**config.mk**
```make
export PLATFORM = sky130hd
export DESIGN_NAME = byte_run_length_encoder
export DESIGN_NICKNAME = d
export VERILOG_FILES = /design/src/design/brle_pkg.sv /design/src/design/byte_run_length_encoder.sv /design/src/design/brle_ctrl.sv /design/src/design/brle_dpath.sv
export SDC_FILE = /design/constraint.sdc
export NUM_CORES = 1
export LEC_CHECK = 0
export BUFFER_PORTS_ARGS = -buffer_cell sky130_fd_sc_hd__buf_4
export CORE_AREA = 2 2 204 206
export CTS_BUF_LIST = sky130_fd_sc_hd__clkbuf_4
export CTS_CLUSTER_SIZE = 28
export DETAILED_ROUTE_END_ITERATION = 16
export DIE_AREA = 0 0 206 208
export GPL_ROUTABILITY_DRIVEN = 0
export PLACE_DENSITY = 0.46
export SYNTH_ARGS = -nofsm -noshare
export SYNTH_HDL_FRONTEND = slang
export SYNTH_SLANG_ARGS = --single-unit
```
**constraint.sdc**
```tcl
create_clock -name clock -period 5.8 [get_ports clock]
set_clock_uncertainty 0.1 [all_clocks]
set_input_delay 0.87 -clock clock [delete_from_list [all_inputs] [get_ports clock]]
set_output_delay 0.87 -clock clock [all_outputs]
set_load 0.1 [all_outputs]
```
**src/design/brle_pkg.sv**
```systemverilog
// brle_pkg: shared types and constants for the byte run-length encoder
// used by brle_ctrl, brle_dpath and byte_run_length_encoder; no dependencies

package brle_pkg;

   // width of packet lengths and run counters
   localparam int CNT_W = 6;
   localparam int BYTE_W = 8;
   localparam int REQ_DATA_W = 8;
   localparam int RSP_DATA_W = 16;
   localparam int RSP_USER_W = 3;

   // open packet kind
   typedef enum logic [1:0] {
      MODE_EMPTY   = 2'd0,
      MODE_LITERAL = 2'd1,
      MODE_REPEAT  = 2'd2
   } mode_type;

   // controller to datapath
   typedef struct packed {
      logic accept;
      logic load_rep_hdr;
      logic load_lit_hdr;
      logic load_lit_data;
      logic last_beat;
   } cmd_type;

   // datapath to controller
   typedef struct packed {
      logic out_free;
      logic has_lit;
      logic has_rep;
      logic rep_first;
      logic lit_done;
      logic nxt_has_lit;
      logic nxt_has_rep;
      logic nxt_rep_first;
   } status_type;

endpackage

```
**src/design/byte_run_length_encoder.sv**
```systemverilog
// byte_run_length_encoder: packbits-style run-length encoder, top level
// depends on brle_pkg, brle_ctrl and brle_dpath
//
// usage
//   req channel: one raw byte per beat in req_tdata, req_tlast marks the final
//   byte of a stream. rsp channel: packet beats. a repeat packet is a single
//   header beat (length and byte); a literal packet is a header beat with the
//   length followed by that many data beats.
//   rsp_tuser says what a beat is (header, repeat) and flags the last beat
//   caused by one request byte; rsp_tlast marks the last beat of the stream.
//   a packet is cut at MAX_RUN bytes; the open packet is flushed after tlast.
// flow
//   a byte that only extends the open packet leaves the sequencer idle, so runs
//   stream at one byte per cycle. a byte that closes packets keeps req_tready low
//   while the sequencer loads each result beat (a literal of n bytes is n + 1
//   beats) into the output register as it frees, starting from a header state.
// reset and stall
//   synchronous reset empties the encoder and drops any pending beat; the
//   literal buffer is not cleared. while rsp_tready is low the output register
//   holds its beat and the sequencer waits; req_tready is high only between
//   bursts, including while the last beat of the previous burst still waits.

module byte_run_length_encoder #(
   parameter int MAX_RUN = 32
) (
   input  logic                               clock,
   input  logic                               reset,
   // req_tdata: [7:0] data_byte
   input  logic [brle_pkg::REQ_DATA_W-1:0]    req_tdata,
   input  logic                               req_tlast,   // stream_end
   input  logic                               req_tvalid,
   output logic                               req_tready,
   // rsp_tdata: [5:0] packet_length, [13:6] byte_value, [15:14] zero
   output logic [brle_pkg::RSP_DATA_W-1:0]    rsp_tdata,
   // rsp_tuser: [0] is_header, [1] is_repeat, [2] burst_last
   output logic [brle_pkg::RSP_USER_W-1:0]    rsp_tuser,
   output logic                               rsp_tlast,   // stream_last
   output logic                               rsp_tvalid,
   input  logic                               rsp_tready
);
   import brle_pkg::*;

   cmd_type              cmd;
   status_type           status;
   logic                 is_header;
   logic                 is_repeat;
   logic [CNT_W-1:0]     packet_length;
   logic [BYTE_W-1:0]    byte_value;
   logic                 burst_last;
   logic                 stream_last;

   // sequencer: accepts a byte when idle, then steps through its packet beats
   brle_ctrl u_ctrl (
      .clock      (clock),
      .reset      (reset),
      .req_tvalid (req_tvalid),
      .req_tready (req_tready),
      .status     (status),
      .cmd        (cmd)
   );

   // state, plan, literal buffer and output register
   brle_dpath #(
      .MAX_RUN (MAX_RUN)
   ) u_dpath (
      .clock           (clock),
      .reset           (reset),
      .cmd             (cmd),
      .status          (status),
      .in_byte         (req_tdata[BYTE_W-1:0]),
      .in_end          (req_tlast),
      .rsp_tready      (rsp_tready),
      .rsp_tvalid      (rsp_tvalid),
      .out_header      (is_header),
      .out_repeat      (is_repeat),
      .out_length      (packet_length),
      .out_byte        (byte_value),
      .out_burst_last  (burst_last),
      .out_stream_last (stream_last)
   );

   // pack result fields, lowest first
   assign rsp_tdata = {{(RSP_DATA_W - CNT_W - BYTE_W){1'b0}}, byte_value, packet_length};
   assign rsp_tuser = {burst_last, is_repeat, is_header};
   assign rsp_tlast = stream_last;

endmodule

```
**src/design/brle_ctrl.sv**
```systemverilog
// brle_ctrl: sequencer that orders the header and data beats of one input's packets
// depends on brle_pkg

module brle_ctrl (
   input  logic                 clock,
   input  logic                 reset,
   input  logic                 req_tvalid,
   output logic                 req_tready,
   input  brle_pkg::status_type status,
   output brle_pkg::cmd_type    cmd
);
   import brle_pkg::*;

   typedef enum logic [3:0] {
      ST_IDLE     = 4'b0001,
      ST_REP_HDR  = 4'b0010,
      ST_LIT_HDR  = 4'b0100,
      ST_LIT_DATA = 4'b1000
   } ctrl_state_type;

   ctrl_state_type state_ff, state_in;
   logic lit_then_rep;
   logic rep_then_lit;

   assign lit_then_rep = status.has_rep & ~status.rep_first;
   assign rep_then_lit = status.has_lit & status.rep_first;

   always_comb begin
      state_in          = state_ff;
      req_tready        = 1'b0;
      cmd.accept        = 1'b0;
      cmd.load_rep_hdr  = 1'b0;
      cmd.load_lit_hdr  = 1'b0;
      cmd.load_lit_data = 1'b0;
      cmd.last_beat     = 1'b0;
      case (state_ff)
         ST_IDLE: begin
            req_tready = 1'b1;
            cmd.accept = req_tvalid;
            if (req_tvalid) begin
               if (status.nxt_has_rep & (status.nxt_rep_first | ~status.nxt_has_lit)) begin
                  state_in = ST_REP_HDR;
               end else if (status.nxt_has_lit) begin
                  state_in = ST_LIT_HDR;
               end
            end
         end
         ST_REP_HDR: begin
            if (status.out_free) begin
               cmd.load_rep_hdr = 1'b1;
               cmd.last_beat    = ~rep_then_lit;
               state_in         = rep_then_lit ? ST_LIT_HDR : ST_IDLE;
            end
         end
         ST_LIT_HDR: begin
            if (status.out_free) begin
               cmd.load_lit_hdr = 1'b1;
               state_in         = ST_LIT_DATA;
            end
         end
         ST_LIT_DATA: begin
            if (status.out_free) begin
               cmd.load_lit_data = 1'b1;
               if (status.lit_done) begin
                  cmd.last_beat = ~lit_then_rep;
                  state_in      = lit_then_rep ? ST_REP_HDR : ST_IDLE;
               end
            end
         end
         default: begin
            state_in = ST_IDLE;
         end
      endcase
   end

   always_ff @(posedge clock) begin
      if (reset) begin
         state_ff <= ST_IDLE;
      end else begin
         state_ff <= state_in;
      end
   end

endmodule

```
**src/design/brle_dpath.sv**
```systemverilog
// brle_dpath: encoder state, packet plan, literal buffer memory and output register
// depends on brle_pkg; driven by brle_ctrl

module brle_dpath #(
   parameter int MAX_RUN = 32
) (
   input  logic                              clock,
   input  logic                              reset,
   input  brle_pkg::cmd_type                 cmd,
   output brle_pkg::status_type              status,
   input  logic [brle_pkg::BYTE_W-1:0]       in_byte,
   input  logic                              in_end,
   input  logic                              rsp_tready,
   output logic                              rsp_tvalid,
   output logic                              out_header,
   output logic                              out_repeat,
   output logic [brle_pkg::CNT_W-1:0]        out_length,
   output logic [brle_pkg::BYTE_W-1:0]       out_byte,
   output logic                              out_burst_last,
   output logic                              out_stream_last
);
   import brle_pkg::*;

   localparam int AW = $clog2(MAX_RUN);
   localparam logic [CNT_W-1:0] MAX_CNT = CNT_W'(MAX_RUN);
   localparam logic [CNT_W-1:0] ONE_CNT = CNT_W'(1);
   localparam logic [CNT_W-1:0] TWO_CNT = CNT_W'(2);

   // encoder state
   mode_type             mode_ff, mode_in;
   logic [CNT_W-1:0]     cnt_ff, cnt_in;
   logic [BYTE_W-1:0]    prev_ff, prev_in;

   // packet plan for the item in flight
   logic [CNT_W-1:0]     lit_len_ff, lit_len_in;
   logic [CNT_W-1:0]     rep_len_ff, rep_len_in;
   logic [BYTE_W-1:0]    rep_val_ff;
   logic                 rep_first_ff, rep_first_in;
   logic                 end_ff;

   logic [CNT_W-1:0]     cnt_inc;
   logic                 byte_eq;
   logic                 wr_en;
   logic [AW-1:0]        wr_addr;

   // literal buffer
   logic [BYTE_W-1:0]    store_mem [MAX_RUN];
   logic [BYTE_W-1:0]    rd_data_ff;
   logic                 rd_en;
   logic [AW-1:0]        rd_addr;
   logic [CNT_W-1:0]     idx_ff;
   logic [CNT_W-1:0]     idx_inc;
   logic                 lit_done;

   // output register
   logic                 valid_ff;
   logic                 hdr_ff;
   logic                 rep_ff;
   logic [CNT_W-1:0]     len_ff;
   logic [BYTE_W-1:0]    val_ff;
   logic                 blast_ff;
   logic                 slast_ff;
   logic                 out_free;
   logic                 load;

   assign cnt_inc = cnt_ff + ONE_CNT;
   assign byte_eq = (in_byte == prev_ff);

   // next state and packet plan for the offered byte
   always_comb begin
      mode_in      = mode_ff;
      cnt_in       = cnt_ff;
      prev_in      = prev_ff;
      lit_len_in   = '0;
      rep_len_in   = '0;
      rep_first_in = 1'b0;
      wr_en        = 1'b0;
      wr_addr      = '0;
      case (mode_ff)
         MODE_LITERAL: begin
            if (byte_eq) begin
               // last literal byte moves into a new repeat
               lit_len_in = cnt_ff - ONE_CNT;
               if (MAX_CNT == TWO_CNT) begin
                  rep_len_in = MAX_CNT;
                  mode_in    = MODE_EMPTY;
                  cnt_in     = '0;
               end else begin
                  mode_in = MODE_REPEAT;
                  cnt_in  = TWO_CNT;
               end
            end else begin
               wr_en   = 1'b1;
               wr_addr = cnt_ff[AW-1:0];
               prev_in = in_byte;
               if (cnt_inc >= MAX_CNT) begin
                  lit_len_in = MAX_CNT;
                  mode_in    = MODE_EMPTY;
                  cnt_in     = '0;
               end else begin
                  cnt_in = cnt_inc;
               end
            end
         end
         MODE_REPEAT: begin
            if (byte_eq) begin
               if (cnt_inc >= MAX_CNT) begin
                  rep_len_in = MAX_CNT;
                  mode_in    = MODE_EMPTY;
                  cnt_in     = '0;
               end else begin
                  cnt_in = cnt_inc;
               end
            end else begin
               rep_len_in   = cnt_ff;
               rep_first_in = 1'b1;
               wr_en        = 1'b1;
               prev_in      = in_byte;
               mode_in      = MODE_LITERAL;
               cnt_in       = ONE_CNT;
            end
         end
         default: begin
            wr_en   = 1'b1;
            prev_in = in_byte;
            mode_in = MODE_LITERAL;
            cnt_in  = ONE_CNT;
         end
      endcase
      // end of stream flushes whatever is open
      if (in_end) begin
         if (mode_in == MODE_LITERAL) begin
            lit_len_in = cnt_in;
         end else if (mode_in == MODE_REPEAT) begin
            rep_len_in = cnt_in;
         end
         mode_in = MODE_EMPTY;
         cnt_in  = '0;
      end
   end

   always_ff @(posedge clock) begin
      if (reset) begin
         mode_ff <= MODE_EMPTY;
         cnt_ff  <= '0;
         prev_ff <= '0;
      end else if (cmd.accept) begin
         mode_ff <= mode_in;
         cnt_ff  <= cnt_in;
         prev_ff <= prev_in;
      end
   end

   always_ff @(posedge clock) begin
      if (cmd.accept) begin
         lit_len_ff   <= lit_len_in;
         rep_len_ff   <= rep_len_in;
         rep_val_ff   <= prev_ff;
         rep_first_ff <= rep_first_in;
         end_ff       <= in_end;
      end
   end

   // buffer read runs one beat ahead of the output
   assign idx_inc  = idx_ff + ONE_CNT;
   assign lit_done = (idx_inc == lit_len_ff);
   assign rd_en    = cmd.load_lit_hdr | (cmd.load_lit_data & ~lit_done);
   assign rd_addr  = cmd.load_lit_hdr ? '0 : idx_inc[AW-1:0];

   always_ff @(posedge clock) begin
      if (cmd.accept & wr_en) begin
         store_mem[wr_addr] <= in_byte;
      end
      if (rd_en) begin
         rd_data_ff <= store_mem[rd_addr];
      end
   end

   always_ff @(posedge clock) begin
      if (cmd.load_lit_hdr) begin
         idx_ff <= '0;
      end else if (cmd.load_lit_data) begin
         idx_ff <= idx_inc;
      end
   end

   assign out_free = ~valid_ff | rsp_tready;
   assign load     = cmd.load_rep_hdr | cmd.load_lit_hdr | cmd.load_lit_data;

   always_ff @(posedge clock) begin
      if (reset) begin
         valid_ff <= 1'b0;
      end else if (load) begin
         valid_ff <= 1'b1;
      end else if (rsp_tready) begin
         valid_ff <= 1'b0;
      end
   end

   always_ff @(posedge clock) begin
      if (load) begin
         hdr_ff   <= ~cmd.load_lit_data;
         rep_ff   <= cmd.load_rep_hdr;
         blast_ff <= cmd.last_beat;
         slast_ff <= cmd.last_beat & end_ff;
         if (cmd.load_rep_hdr) begin
            len_ff <= rep_len_ff;
            val_ff <= rep_val_ff;
         end else if (cmd.load_lit_hdr) begin
            len_ff <= lit_len_ff;
            val_ff <= '0;
         end else begin
            len_ff <= '0;
            val_ff <= rd_data_ff;
         end
      end
   end

   assign rsp_tvalid      = valid_ff;
   assign out_header      = hdr_ff;
   assign out_repeat      = rep_ff;
   assign out_length      = len_ff;
   assign out_byte        = val_ff;
   assign out_burst_last  = blast_ff;
   assign out_stream_last = slast_ff;

   assign status.out_free      = out_free;
   assign status.has_lit       = (lit_len_ff != '0);
   assign status.has_rep       = (rep_len_ff != '0);
   assign status.rep_first     = rep_first_ff;
   assign status.lit_done      = lit_done;
   assign status.nxt_has_lit   = (lit_len_in != '0);
   assign status.nxt_has_rep   = (rep_len_in != '0);
   assign status.nxt_rep_first = rep_first_in;

endmodule
```
==> results of run 1 <==
-- metal layers --
| layer | share of wire | GRT usage | vias up |
|---|---|---|---|
| met5 | 0 | 0 | - |
| met4 | 0.014 | 0.0571 | 0 |
| met1 | 0.47 | 0.260 | 4526 |
| met3 | 0.047 | 0.0390 | 37 |
| li1 | - | - | 4262 |
| met2 | 0.47 | 0.289 | 226 |
-- synth_stat cells, drive strengths merged (6+ instances only) --
master,count
edfxtp,304
o22ai,33
o21ai,58
xor2,6
a21oi,15
a31oi,38
nor2,68
nor4,9
and3,9
nand3,15
or3,38
xnor2,17
o211ai,33
inv,13
clkbuf,56
a211oi,35
mux4,16
a22o,14
dfxtp,27
nor3,13
and2,34
mux2,9
nand2,96
mux2i,8
buf,18
-- area by class of cell --
type                       count  area [µm²]
antenna                        3        7.51
clock buffer                 133         998
clock inverter                16        92.6
fill                        3919       24400
inverter                      14        52.6
multi-input combinational    625        4100
sequential                   331        9670
tap                          532         666
timing repair buffer          70         538
-- sequential cells by signal, indices dropped and copies added (netlist names) --
register / cells
u_dpath.out_stream_last: 1
u_dpath.idx_ff: 6
u_dpath.rep_first_ff: 1
u_dpath.prev_ff: 8
u_dpath.rd_data_ff: 8
u_dpath.end_ff: 1
u_dpath.rsp_tvalid: 1
u_dpath.cnt_ff: 6
u_dpath.rep_val_ff: 8
u_dpath.out_burst_last: 1
u_ctrl.state_ff: 4
u_dpath.lit_len_ff: 6
u_dpath.rep_len_ff: 6
u_dpath.out_header: 1
u_dpath.out_length: 6
u_dpath.out_repeat: 1
u_dpath.out_byte: 8
u_dpath.store_mem: 256
u_dpath.mode_ff: 2
-- path summary, 6_finish.rpt --
check	cells past startpoint	slack, ns	endpoint
worst min register to register	2	0.38	u_dpath.idx_ff[1]
worst max-delay path	8	1.24	u_dpath.store_mem[29][1]
worst max register to register	8	1.24	u_dpath.store_mem[29][1]
worst min-delay path	1	0.26	u_dpath.end_ff
-- power groups by stage --
stage                     Clock [mW]  Sequential (mW)  Combinational, mW
after floorplan                    0             2.93               1.11
after global placement             0             2.90               1.73
after detailed placement           0             2.90               1.73
after CTS                       2.07             2.84               1.74
after global routing            2.19             2.85               1.88
final                           2.00             2.84               1.72
-- worst max-delay path, delay by kind of cell (launching register included) --
family	cells	cell delay, ns
buf+inv	1	0.50
compound gates	1	0.55
simple gates	6	2.60
flops	1	0.39
-- kinds of logic after synthesis --
kind of cell,after synthesis
AO/OA/AOI/OAI,257
XOR/XNOR,23
adder cells (fa/ha/maj),5
buffers and inverters,88
flip-flops,331
multiplexers,33
other,1
AND/OR/NAND/NOR,305
==> out/results.tsv, run 1 <==
metric	value	unit
grt_usage	0.186	
fin_crit	4.56	ns
cp-start-kind	flop	
r2r_start	u_ctrl.state_ff[2]	
synth_compound_area_frac	0.123	
cp-end-kind	flop	
cts_max_path_buffers	3	
cts_buffers	88	
synthesis.area	0.0141	mm²
run_status	completed	
die_area	0.0428	mm²
synthToLayoutAreaGrowth	14.4	%
yosys.area.top_type	edfxtp_1	
place_area	0.0150	mm²
p_comb_frac	0.262	
cts_tree	yes	
dpl.hpwl	24600	µm
synth_top_family_by_area	compound AO/OA/AOI/OAI gates	
setup_slack	1.24	ns
design_area	0.0161	mm²
via_per_inst	5.25	
ir_drop	0.239	mV
drt-pass1-iter-count	7	
crit_arrival	4.79	ns
ys.flop_type	edfxtp_1	
crit_path_max_fanout	27	
powerDensity	407	mW/mm²
maxCapViolCount	0	
setup_violations	0	
drc	0	
leakage	5.36	nW
p_sw	2.16	mW
placed_cells	1572	
hold_viol	0	
synth_mux_area_frac	0.0387	
synthTopCellsByArea	edfxtp_1 65%, dfxtp_1 3.8%, mux4_2 2.6%	
numPortBuffers	32	
drive_above_1_share	0.215	
clock.fmax	219	MHz
synth_cell_types	67	
clock_latency	0.74	ns
p_total	6.57	mW
required	6.03	ns
holdWs	0.262	ns
grt_pass1_vias	9033	
tightest_slew	1.37	ns
synth-simple-area-share	0.107	
totalWireLength	39000	µm
p_clk_frac	0.305	
htree_levels	3	
hp-class	in -> reg	
ctsHoldBuffers	0	
swShare	0.329	
grt_overflow_total	0	
cts_resized	0	
ys_ff_latch	331	
slew_viol_final	0	
worstPathCellList	nor2_1 -> and3_1 -> nand2_1 -> inv_2 -> o21ai_1 -> nor2_1 -> nand3_1 -> nor3_1	
setup_tns	0	ns
synth_adder_area_share	0.00444	
yosysWarnings	0	
fin_crit_sh	0.787	
grt_max_degree	65	
antenna_left	0	
path_common_cell	nor2_1	
final_common_cell	edfxtp_1	
die_w	206	µm
synthArstFlopShare	0	
synth_xor_area_frac	0.0143	
cts_sinks	331	
grt_pass1_wl	58700	µm
clkTransAtPathRegs	0.06	ns
pre_cts_ws	1.21	ns
synth.avg_cell_area	13.5	µm²
rsz0062_at_grt	false	
wl_per_cell	22.6	µm
vias	9051	
core	0.0406	mm²
nNetsFinal	1148	
root_buffer	clkbuf_4	
crit_type	reg -> reg	
yosysSeqAreaShare	0.686	
final_cell_mix	304 x edfxtp_1, 133 x clkbuf_4, 94 x nand2_1	
postSynthCellCount	1043	
post-route-util	0.398	
synth_edf_count	304	
drtIter0Drc	647	
postCtsSetupRepairBufs	0	
start_util	0.348	
ios	35	
synth.top_cell.area_share	0.648	
p_seq_frac	0.433	
finalNonFillerCells	1724	
p_int	4.41	mW
hp-start	req_tlast	
slew_headroom	0.0802	
max_stage_delay	1.10	ns
slowest_stage	nor3_1	
setup.worst_path.start	u_ctrl.state_ff[2]	
antenna_found_initial	1	
chipHeight	208	µm
rows	74	
Note: power is estimated with default switching activity, not from simulation.
==> inputs of run 2 (changes only) <==
==> constraint.sdc (replaced) <==
create_clock -name clock -period 4.75 [get_ports clock]
set_clock_uncertainty 0.1 [all_clocks]
set_input_delay 0.7125 -clock clock [delete_from_list [all_inputs] [get_ports clock]]
set_output_delay 0.7125 -clock clock [all_outputs]
set_load 0.1 [all_outputs]
==> out/results.tsv, run 2 (synthesis gave the netlist of run 1 again) <==
metric	value	unit	change
clock.fmax	277	MHz	+26%
core	0.0406	mm²	unchanged
run_status	completed		
vias	9171		+1.3%
design_area	0.0163	mm²	+0.88%
die_w	206	µm	unchanged
maxCapViolCount	0		unchanged
nNetsFinal	1157		+0.78%
drc	0		unchanged
fin_crit_sh	0.761		-0.0258
grt_usage	0.185		-0.000997
crit_buf_inv	1		unchanged
largest_reg_flops	256		unchanged
cp-end-kind	flop		
cts_sinks	331		unchanged
start_util	0.348		unchanged
place_area	0.0151	mm²	+0.52%
setup_slack	1.14	ns	-0.102 ns
clock_latency	0.76	ns	+0.02 ns
cts_tree	yes		
largest_register	u_dpath.store_mem		
cp-start-kind	flop		
drive_above_1_share	0.218		+0.00259
crit_path_max_fanout	31		+15%
grt_pass1_vias	9210		+2.0%
setup_tns	0	ns	unchanged
pre_cts_ws	0.674	ns	-0.535 ns
grt_pass1_wl	58500	µm	-0.21%
tightest_slew	1.11	ns	-0.256 ns
slew_viol_final	0		unchanged
numPortBuffers	32		unchanged
cts_max_path_buffers	3		unchanged
setup_violations	0		unchanged
ios	35		unchanged
grt_max_degree	65		unchanged
slew_headroom	0.256		+0.176
hp-class	in -> reg		
drt-pass1-iter-count	5		-2
wl_per_cell	22.6	µm	-0.33%
p_total	8.20	mW	+25%
antenna_left	0		unchanged
crit_arrival	4.03	ns	-0.76 ns
ir_drop	0.216	mV	-9.4%
holdWs	0.0936	ns	-0.168 ns
rows	74		unchanged
grt_overflow_total	0		unchanged
ctsHoldBuffers	0		unchanged
totalWireLength	39300	µm	+0.65%
post-route-util	0.401		+0.00349
synthToLayoutAreaGrowth	15.4	%	
via_per_inst	5.27		+0.34%
die_area	0.0428	mm²	unchanged
chipHeight	208	µm	unchanged
postCtsSetupRepairBufs	0		unchanged
slowest_stage	mux4_2		
powerDensity	504	mW/mm²	+24%
cts_resized	0		unchanged
fin_crit	3.61	ns	-0.948 ns
worstPathCellList	nor2b_1 -> nor2_1 -> nand2_1 -> nand2_2 -> buf_12 -> and2_1 -> a211oi_1 -> a31oi_1 -> mux4_2 -> mux2_2		
max_stage_delay	0.60	ns	-0.50 ns
root_buffer	clkbuf_4		
final_common_cell	edfxtp_1		
dpl.hpwl	25000	µm	+1.8%
rsz0062_at_grt	false		
crit_type	reg -> reg		
clkTransAtPathRegs	0.06	ns	about the same
leakage	5.42	nW	+1.1%
final_cell_mix	304 x edfxtp_1, 130 x clkbuf_4, 94 x nand2_1		
cp_top_family	simple AND/OR/NAND/NOR gates		
drtIter0Drc	533		-18%
required	5.17	ns	-0.86 ns
antenna_found_initial	2		+1
hold_viol	0		unchanged
fill_cells	3898		-0.54%
cts_buffers	90		+2.3%
htree_levels	3		unchanged
finalNonFillerCells	1741		+0.99%
placed_cells	1579		+0.45%
[run 2: final cells by class]
class                           instances  area (µm²)  area share
Inverter                               14        52.6     0.00323
Clock inverter                         30         186      0.0115
Sequential cell                       331        9670       0.595
Multi-Input combinational cell        625        4090       0.252
Timing Repair Buffer                   77         616      0.0379
Tap cell                              532         666      0.0409
Antenna cell                            2        5.00    0.000308
Clock buffer                          130         976      0.0600
[run 2: where the power goes]
part | internal [mW] | switching, mW | leakage [nW]
clock network | 1.37 | 1.18 | 0.681
logic | 0.744 | 1.45 | 1.76
registers | 3.36 | 0.0977 | 2.97
[run 2: worst reg2reg max path: stages, from the launching register on]
cell and delay [ns]:
dfxtp_1 0.36, nor2b_1 0.36, nor2_1 0.11, nand2_1 0.18, nand2_2 0.46, buf_12 0.42, and2_1 0.17, a211oi_1 0.22
a31oi_1 0.10, mux4_2 0.60, mux2_2 0.29
[run 2: layer usage]
metal | vias to the layer above | track usage | share of wire | wire length (µm)
met5 | - | 0 | 0 | 0
met2 | 203 | 0.294 | 0.48 | 18700
met3 | 63 | 0.0359 | 0.044 | 1730
met4 | 0 | 0.0736 | 0.025 | 995
li1 | 4307 | - | - | -
met1 | 4598 | 0.248 | 0.45 | 17800
[run 2: worst paths after layout]
kind                           start                     to  slack [ns]  depth (start not counted)
hold / removal             req_tlast         u_dpath.end_ff        0.09                          1
setup reg to reg  u_dpath.rsp_tvalid  u_dpath.rd_data_ff[3]        1.14                         10
setup / recovery  u_dpath.rsp_tvalid  u_dpath.rd_data_ff[3]        1.14                         10
hold reg to reg    u_dpath.idx_ff[1]      u_dpath.idx_ff[1]        0.39                          2
